<file path="config.mk">
export PLATFORM = sky130hd
export DESIGN_NAME = ring_pattern_window_detector
export DESIGN_NICKNAME = d
export VERILOG_FILES = /design/src/hdl/rpwd_pkg.sv /design/src/hdl/rpwd_ram.sv /design/src/hdl/ring_pattern_window_detector.sv
export SDC_FILE = /design/constraint.sdc
export NUM_CORES = 2
export LEC_CHECK = 0
export ABC_AREA = 1
export BUFFER_PORTS_ARGS = -buffer_cell sky130_fd_sc_hd__buf_2
export CORE_UTILIZATION = 55
export CTS_BUF_LIST = sky130_fd_sc_hd__clkbuf_16
export DETAILED_ROUTE_END_ITERATION = 16
export PLACE_DENSITY_LB_ADDON = 0.15
export SETUP_SLACK_MARGIN = 0.3
export SYNTH_ARGS = -nofsm -noshare
export SYNTH_HDL_FRONTEND = slang
export SYNTH_SLANG_ARGS = --single-unit
</file>
<file path="constraint.sdc">
create_clock -name aclk -period 5.7 [get_ports aclk]
set_input_delay 1.14 -clock aclk [delete_from_list [all_inputs] [get_ports aclk]]
set_output_delay 1.14 -clock aclk [all_outputs]
set_load 0.03 [all_outputs]
</file>
<file path="src/hdl/rpwd_pkg.sv">
package rpwd_pkg;

    localparam int RPWD_MAX_COLS     = 64;
    localparam int RPWD_SAMPLE_WIDTH = 16;
    localparam int RPWD_ADDR_W       = 4;
    localparam int RPWD_ROW_LIMIT    = 64;

    localparam logic [6:0]         RPWD_ROWS_RST   = 7'd20;
    localparam logic [6:0]         RPWD_COLS_RST   = 7'd20;
    localparam logic signed [15:0] RPWD_CENTER_RST = 16'sd42;
    localparam logic signed [15:0] RPWD_RING_RST   = 16'sd7;

    typedef enum logic [1:0] {
        REG_GRID_ROWS = 2'd0,
        REG_GRID_COLS = 2'd1,
        REG_CENTER    = 2'd2,
        REG_RING      = 2'd3
    } reg_idx_t;

endpackage

</file>
<file path="src/hdl/rpwd_ram.sv">
module rpwd_ram
    import rpwd_pkg::*;
#(
    parameter int WIDTH = RPWD_SAMPLE_WIDTH,
    parameter int DEPTH = RPWD_MAX_COLS
) (
    input  logic                                    clk,
    input  logic                                    we,
    input  logic [(DEPTH > 1 ? $clog2(DEPTH) : 1)-1:0] waddr,
    input  logic [WIDTH-1:0]                        wdata,
    input  logic                                    re,
    input  logic [(DEPTH > 1 ? $clog2(DEPTH) : 1)-1:0] raddr,
    output logic [WIDTH-1:0]                        rdata
);

    logic [WIDTH-1:0] mem_reg [DEPTH];
    logic [WIDTH-1:0] rdata_reg;

    // Read-before-write on a shared address.
    always_ff @(posedge clk) begin
        if (we) begin
            mem_reg[waddr] <= wdata;
        end
        if (re) begin
            rdata_reg <= mem_reg[raddr];
        end
    end

    assign rdata = rdata_reg;

endmodule

</file>
<file path="src/hdl/ring_pattern_window_detector.sv">
// 3x3 ring-pattern detector. Grid samples stream in raster order on the s_
// channel, one per cycle at full rate. Two line stores (one RAM each, one
// entry per column) hold the two previous rows, and a 3x3 register window
// holds the newest three columns of the last three rows. An interior cell
// matches when it holds center_value and all eight neighbors hold
// ring_value; the match is reported as 1-based (match_x, match_y) on the m_
// channel when the sample at the lower-right corner of its window arrives.
// Border cells never match. Throughput is one item per cycle while s_ready
// is high. The accepting edge captures the item in the compare stage and
// issues the registered line-store read; when that stage advances, the
// window is compared as it shifts and a hit loads the output register.
// A result may wait in the output register while the next item is taken;
// s_ready drops only when that register is full, not taken, and the
// compare stage holds an item. Registers (APB, byte address
// 4*i): 0 grid_rows, 1 grid_cols (both clamped to 1..64, zero acts as one),
// 2 center_value, 3 ring_value (signed 16 bit). Write them only while the
// block is idle. After the last sample of a frame the scan position wraps
// to row 0, column 0.
module ring_pattern_window_detector
    import rpwd_pkg::*;
#(
    parameter int MAX_COLS     = RPWD_MAX_COLS,
    parameter int SAMPLE_WIDTH = RPWD_SAMPLE_WIDTH
) (
    input  logic                           aclk,
    input  logic                           aresetn,
    // configuration
    input  logic                           psel,
    input  logic                           penable,
    input  logic                           pwrite,
    input  logic [RPWD_ADDR_W-1:0]         paddr,
    input  logic [31:0]                    pwdata,
    output logic [31:0]                    prdata,
    output logic                           pready,
    // sample stream
    input  logic                           s_valid,
    output logic                           s_ready,
    input  logic signed [SAMPLE_WIDTH-1:0] s_sample,
    // match stream
    output logic                           m_valid,
    input  logic                           m_ready,
    output logic [6:0]                     m_match_x,
    output logic [6:0]                     m_match_y
);

    // Column positions never reach this limit, so it sizes the line stores.
    localparam int COL_LIMIT = (MAX_COLS < 127) ? MAX_COLS : 127;
    localparam int CW        = $clog2(COL_LIMIT);
    localparam int SW        = SAMPLE_WIDTH;

    // ------------------------------------------------------------------
    // Configuration registers
    // ------------------------------------------------------------------
    logic [6:0]         grid_rows_reg;
    logic [6:0]         grid_cols_reg;
    logic signed [15:0] center_reg;
    logic signed [15:0] ring_reg;
    logic               cfg_wr;
    reg_idx_t           cfg_idx;

    assign pready  = 1'b1;
    assign cfg_wr  = psel & penable & pwrite;
    assign cfg_idx = reg_idx_t'(paddr[3:2]);

    always_ff @(posedge aclk) begin
        if (!aresetn) begin
            grid_rows_reg <= RPWD_ROWS_RST;
            grid_cols_reg <= RPWD_COLS_RST;
            center_reg    <= RPWD_CENTER_RST;
            ring_reg      <= RPWD_RING_RST;
        end else if (cfg_wr) begin
            unique case (cfg_idx)
                REG_GRID_ROWS: grid_rows_reg <= pwdata[6:0];
                REG_GRID_COLS: grid_cols_reg <= pwdata[6:0];
                REG_CENTER:    center_reg    <= pwdata[15:0];
                REG_RING:      ring_reg      <= pwdata[15:0];
                default:       ;
            endcase
        end
    end

    always_comb begin
        unique case (cfg_idx)
            REG_GRID_ROWS: prdata = {25'd0, grid_rows_reg};
            REG_GRID_COLS: prdata = {25'd0, grid_cols_reg};
            REG_CENTER:    prdata = {16'd0, center_reg};
            REG_RING:      prdata = {16'd0, ring_reg};
            default:       prdata = 32'd0;
        endcase
    end

    // Clamp the grid size; a zero size acts as one.
    logic [6:0] rows_eff;
    logic [6:0] cols_eff;

    always_comb begin
        if (grid_rows_reg == 7'd0) begin
            rows_eff = 7'd1;
        end else if (grid_rows_reg > 7'(RPWD_ROW_LIMIT)) begin
            rows_eff = 7'(RPWD_ROW_LIMIT);
        end else begin
            rows_eff = grid_rows_reg;
        end
        if (grid_cols_reg == 7'd0) begin
            cols_eff = 7'd1;
        end else if (grid_cols_reg > 7'(COL_LIMIT)) begin
            cols_eff = 7'(COL_LIMIT);
        end else begin
            cols_eff = grid_cols_reg;
        end
    end

    // Register values seen at sample width: sign-extend or truncate.
    logic signed [SW-1:0] center_val;
    logic signed [SW-1:0] ring_val;

    assign center_val = SW'(center_reg);
    assign ring_val   = SW'(ring_reg);

    // ------------------------------------------------------------------
    // Handshake and stage control
    // ------------------------------------------------------------------
    logic s_accept;
    logic s1_advance;
    logic s1_valid_reg, s1_valid_next;
    logic m_valid_reg, m_valid_next;
    logic hit;

    // The compare stage moves on whenever the output register is free or
    // being emptied; take a new item whenever the compare stage is empty or moves on.
    assign s1_advance = s1_valid_reg && (!m_valid_reg || m_ready);
    assign s_ready    = !s1_valid_reg || s1_advance;
    assign s_accept   = s_valid && s_ready;

    // ------------------------------------------------------------------
    // Scan position of the next sample
    // ------------------------------------------------------------------
    logic [CW-1:0] col_count_reg, col_count_next;
    logic [5:0]    row_count_reg, row_count_next;
    logic          in_interior;

    always_comb begin
        col_count_next = col_count_reg;
        row_count_next = row_count_reg;
        if (s_accept) begin
            if (8'(col_count_reg) + 8'd1 >= 8'(cols_eff)) begin
                col_count_next = '0;
                if (7'(row_count_reg) + 7'd1 >= rows_eff) begin
                    row_count_next = '0;
                end else begin
                    row_count_next = row_count_reg + 6'd1;
                end
            end else begin
                col_count_next = col_count_reg + CW'(1);
            end
        end
    end

    // Only centers whose eight neighbors lie inside the grid may match.
    assign in_interior = (8'(col_count_reg) >= 8'd2) && (row_count_reg >= 6'd2) &&
                         (8'(col_count_reg) < 8'(cols_eff)) &&
                         (7'(row_count_reg) < rows_eff);

    always_ff @(posedge aclk) begin
        if (!aresetn) begin
            col_count_reg <= '0;
            row_count_reg <= '0;
        end else begin
            col_count_reg <= col_count_next;
            row_count_reg <= row_count_next;
        end
    end

    // ------------------------------------------------------------------
    // Line stores: read at accept, write when the compare stage advances
    // ------------------------------------------------------------------
    logic [SW-1:0]        upper_rdata;
    logic [SW-1:0]        middle_rdata;
    logic signed [SW-1:0] up_eff;
    logic signed [SW-1:0] mid_eff;

    logic signed [SW-1:0] s1_sample_reg;
    logic [CW-1:0]        s1_col_reg;
    logic [5:0]           s1_row_reg;
    logic                 s1_check_reg;
    logic                 s1_fwd_reg, s1_fwd_next;
    logic signed [SW-1:0] s1_fwd_up_reg;
    logic signed [SW-1:0] s1_fwd_mid_reg;
    logic                 s1_line_vld_reg;

    // Entries never written since reset read as zero.
    logic [COL_LIMIT-1:0] line_vld_reg, line_vld_next;

    rpwd_ram #(
        .WIDTH (SW),
        .DEPTH (COL_LIMIT)
    ) u_upper_ram (
        .clk   (aclk),
        .we    (s1_advance),
        .waddr (s1_col_reg),
        .wdata (mid_eff),
        .re    (s_accept),
        .raddr (col_count_reg),
        .rdata (upper_rdata)
    );

    rpwd_ram #(
        .WIDTH (SW),
        .DEPTH (COL_LIMIT)
    ) u_middle_ram (
        .clk   (aclk),
        .we    (s1_advance),
        .waddr (s1_col_reg),
        .wdata (s1_sample_reg),
        .re    (s_accept),
        .raddr (col_count_reg),
        .rdata (middle_rdata)
    );

    // A read that meets a write to the same column at the same edge (grid
    // one column wide) sees the old entry: bypass with the written data.
    assign s1_fwd_next = s1_valid_reg && (col_count_reg == s1_col_reg);

    always_comb begin
        if (s1_fwd_reg) begin
            up_eff  = s1_fwd_up_reg;
            mid_eff = s1_fwd_mid_reg;
        end else if (s1_line_vld_reg) begin
            up_eff  = upper_rdata;
            mid_eff = middle_rdata;
        end else begin
            up_eff  = '0;
            mid_eff = '0;
        end
    end

    always_comb begin
        line_vld_next = line_vld_reg;
        if (s1_advance) begin
            line_vld_next[s1_col_reg] = 1'b1;
        end
    end

    assign s1_valid_next = s_accept ? 1'b1 : (s1_advance ? 1'b0 : s1_valid_reg);

    always_ff @(posedge aclk) begin
        if (!aresetn) begin
            s1_valid_reg <= 1'b0;
            line_vld_reg <= '0;
        end else begin
            s1_valid_reg <= s1_valid_next;
            line_vld_reg <= line_vld_next;
        end
    end

    // Capture the item and its bypass data at accept.
    always_ff @(posedge aclk) begin
        if (s_accept) begin
            s1_sample_reg   <= s_sample;
            s1_col_reg      <= col_count_reg;
            s1_row_reg      <= row_count_reg;
            s1_check_reg    <= in_interior;
            s1_fwd_reg      <= s1_fwd_next;
            s1_fwd_up_reg   <= mid_eff;
            s1_fwd_mid_reg  <= s1_sample_reg;
            s1_line_vld_reg <= line_vld_reg[col_count_reg];
        end
    end

    // ------------------------------------------------------------------
    // 3x3 window: shift left, load the new column, compare
    // ------------------------------------------------------------------
    logic signed [SW-1:0] win_reg [9];
    logic signed [SW-1:0] win_next [9];

    always_comb begin
        for (int k = 0; k < 3; k++) begin
            win_next[k*3 + 0] = win_reg[k*3 + 1];
            win_next[k*3 + 1] = win_reg[k*3 + 2];
        end
        win_next[2] = up_eff;
        win_next[5] = mid_eff;
        win_next[8] = s1_sample_reg;
    end

    always_comb begin
        hit = s1_check_reg && (win_next[4] == center_val);
        for (int k = 0; k < 9; k++) begin
            if (k != 4 && win_next[k] != ring_val) begin
                hit = 1'b0;
            end
        end
    end

    always_ff @(posedge aclk) begin
        if (!aresetn) begin
            for (int k = 0; k < 9; k++) begin
                win_reg[k] <= '0;
            end
        end else if (s1_advance) begin
            for (int k = 0; k < 9; k++) begin
                win_reg[k] <= win_next[k];
            end
        end
    end

    // ------------------------------------------------------------------
    // Output register
    // ------------------------------------------------------------------
    logic [6:0] match_x_reg;
    logic [6:0] match_y_reg;

    // Load on a hit, drop once taken, hold otherwise.
    assign m_valid_next = (s1_advance && hit) ? 1'b1 :
                          (m_ready ? 1'b0 : m_valid_reg);

    always_ff @(posedge aclk) begin
        if (!aresetn) begin
            m_valid_reg <= 1'b0;
        end else begin
            m_valid_reg <= m_valid_next;
        end
    end

    always_ff @(posedge aclk) begin
        if (s1_advance && hit) begin
            match_x_reg <= 7'(s1_col_reg);
            match_y_reg <= 7'(s1_row_reg);
        end
    end

    assign m_valid   = m_valid_reg;
    assign m_match_x = match_x_reg;
    assign m_match_y = match_y_reg;

endmodule

</file>
==> flow_metrics.py <==
metrics = {
    "synthesis": {
        "postSynthAreaPerCell_um2": 12.4,
        "yosys-top-cells-area": "edfxtp_1 (71%), o21ai_0 (6.0%), nor2_1 (6.0%)",
        "ys_seq_elements": 2375,
        "synthCells": 7625,
        "yosysTopAreaCellShare_pct": 71.3,
        "ys.flop_type": "edfxtp_1",
        "yosys_warnings": 0,
        "netlist.top_cell.by_area": "edfxtp_1",
        "synth_common_cells": "edfxtp_1 (2251), nor2_1 (1521), o21ai_0 (1142)",
        "async_reset_ff_share_pct": 0,
        "syn_area_mm2": 0.0947,
        "ys_seq_area_share_pct": 74.0,
        "synth_most_common_cell": "edfxtp_1",
        "synth_edf_count": 2251,
        "synth_cell_types": 40,
    },
    "drt": {
        "drc": 0,
        "routed_wl_um": 271000,
        "wl_per_cell_um": 26.8,
        "vias_per_cell": 6.27,
        "ant_nets": 0,
        "met1Wirelength_um": 108000,
        "highest_layer": "met4",
        "via_count": 63400,
        "drtIter0Drc": 9221,
        "drt_first_pass_iters": 9,
        "dr_wl_met3_um": 29200,
        "routed-wl-met2_um": 122000,
    },
    "cells_and_area": {
        "fin_nets": 7705,
        "fillCellCount": 13000,
        "syn_to_final_growth_pct": 11.3,
        "stdcell_count": 10100,
        "utilization_pct": 61.9,
        "layout-drive-gt1-share_pct": 8.55,
    },
    "clocking": {
        "cts_tree": "built",
        "cts-buffers-inserted": 231,
        "clk_pin_slew_worst_paths_ns": 0.07,
        "post_cts_buffers": 0,
        "clock-root-buffer": "clkbuf_16",
        "cts_max_level": 4,
        "cts_hold_buf": 0,
        "clockBufferDepth": 3,
        "cts.sinks": 2375,
        "worstSkewPairLatency_ns": 0.88,
        "cts-resized-gates": 0,
    },
    "timing": {
        "final-hold-violation-count": 0,
        "fmax_ghz": 0.254,
        "worst_pin_slew_ns": 1.33,
        "setup_viol": 0,
        "min_period_ns": 3.94,
        "holdWs_ns": 0.425,
        "rsz0062_at_grt": "false",
        "drv_slew": 0,
        "tns_ns": 0,
        "maxSlewHeadroom_pct": 11.3,
        "fin_skew_ns": 0.0256,
        "finalCritPeriodShare_pct": 69.0,
    },
    "floorplan": {
        "die_w_um": 417,
        "die-area_mm2": 0.174,
        "coreArea_mm2": 0.170,
        "ios": 108,
        "num_rows": 151,
        "initial_core_util_pct": 55.7,
        "die_h_um": 417,
    },
    "worst_setup_path": {
        "arrival_ns": 2.80,
        "worstSetupEndpointType": "output pin",
        "critical-path-max-stage-delay_ns": 0.67,
        "start_kind": "register",
        "cp_cell_sequence": "clkinv_1 > o2111ai_1 > buf_2",
        "r2r_start": "col_count_reg[0]",
        "critPathTopFamily": "buffers and inverters",
        "setup.worst_path.class": "register to output pin",
        "crit_path_top_delay_cell": "dfxtp_1",
        "path_buf_inv": 2,
        "cp_data_required_time_ns": 4.56,
        "path_max_fanout": 9,
        "crit_start": "ring_reg[3]",
    },
    "placed_design": {
        "io_buffers": 70,
        "hpwl_um": 151000,
        "gp_congestion": 0.940,
        "dp_cells": 9678,
    },
    "global_route": {
        "grt_pass1_wl_um": 392000,
        "grt.overflow.total": 0,
        "grt_pass1_vias": 59100,
        "antenna_found_initial": 7,
        "track_usage_pct": 30.8,
        "grt_max_degree": 168,
    },
    "power": {
        "irDropWorstVdd_v": 0.000352,
        "power.density_mw_per_mm2": 351,
        "p_leak_nw": 35.3,
    },
    "worst_hold_path": {
        "min_from": "s1_row_reg[2]",
        "hold_path_class": "register to register",
    },
    "outcome": {
        "outcome": "finished, final reports clean",
    },
    "flow_run": {
        "maxCapViolCount": 0,
    },
}
[worst paths after layout]
kind / slack, ns / cells after the start / to
hold / removal: 0.42 / 0 / m_match_y[2]
hold reg to reg: 0.42 / 0 / m_match_y[2]
setup / recovery: 1.76 / 3 / prdata[3]
setup reg to reg: 1.89 / 9 / u_upper_ram.rdata[7]
[where the power goes]
| part | switching (W) | internal (W) | total (W) |
|---|---|---|---|
| logic | 0.00196 | 0.000588 | 0.00255 |
| registers | 0.000111 | 0.0194 | 0.0195 |
| clock network | 0.00657 | 0.00834 | 0.0149 |
| total | 0.00865 | 0.0283 | 0.0370 |
[cell usage in the layout (no fill, tap or decap), drive strengths merged, types with 2 or more instances in the layout]
cell type and instances:
clkbuf 233, xnor2 2, clkinv 107, nand3 312, nor3 12, nor4 2
bufinv 21, conb 19, edfxtp 2251, o21ai 1156, o22ai 322, o2111ai 7
o221ai 197, ha 30, xor2 11, diode 5, o211ai 76, buf 254
a211oi 2, inv 280, clkinvlp 4, nor2 1524, dfxtp 124, a21oi 174
nand3b 2, nand4 22, nand2 650, or2 6, a21boi 4
[worst register-to-register path: cells and delay by family, from the launching register on]
kind / cells / cell delay [ns]
DFF: 1 / 0.88
AOI/OAI and AO/OA: 3 / 0.62
buffers and inverters: 3 / 1.47
and+or+nand+nor: 3 / 0.54
[cell families after synthesis]
| logic type | synth area share (%) |
|---|---|
| fa+ha+maj | 0.396 |
| xor+xnor | 0.120 |
| compound gates | 11.7 |
| simple gates | 10.6 |
| flops | 74.0 |
| other cells | 0.00793 |
| buf+inv | 3.23 |
[metal layers]
metal | track usage [%] | vias up
met5 | 0 | -
met4 | 13.5 | 0
met3 | 4.78 | 500
met2 | 46.4 | 3652
met1 | 44.7 | 31400
li1 | - | 27900
[per-stage QoR]
step | worst slack [ns] | total power (W) | area (µm²)
2_1_floorplan | 1.14 | 0.0214 | 94800
3_3_place_gp | 1.55 | 0.0223 | 98000
3_5_place_dp | 1.55 | 0.0224 | 98000
4_1_cts | 1.76 | 0.0370 | 105000
5_1_grt | 1.69 | 0.0379 | 105000
6_report | 1.76 | 0.0370 | 105000
[area by class of cell]
| type | count | area, µm² | area share [%] |
|---|---|---|---|
| Antenna cell | 5 | 12.5 | 0.0119 |
| Clock buffer | 233 | 5830 | 5.53 |
| Clock inverter | 193 | 1520 | 1.45 |
| Inverter | 219 | 847 | 0.804 |
| Multi-Input combinational cell | 4535 | 22200 | 21.1 |
| Sequential cell | 2375 | 70100 | 66.5 |
| Tap cell | 2295 | 2870 | 2.72 |
| Timing Repair Buffer | 254 | 1990 | 1.89 |
Power figures use the tool's default switching activity.
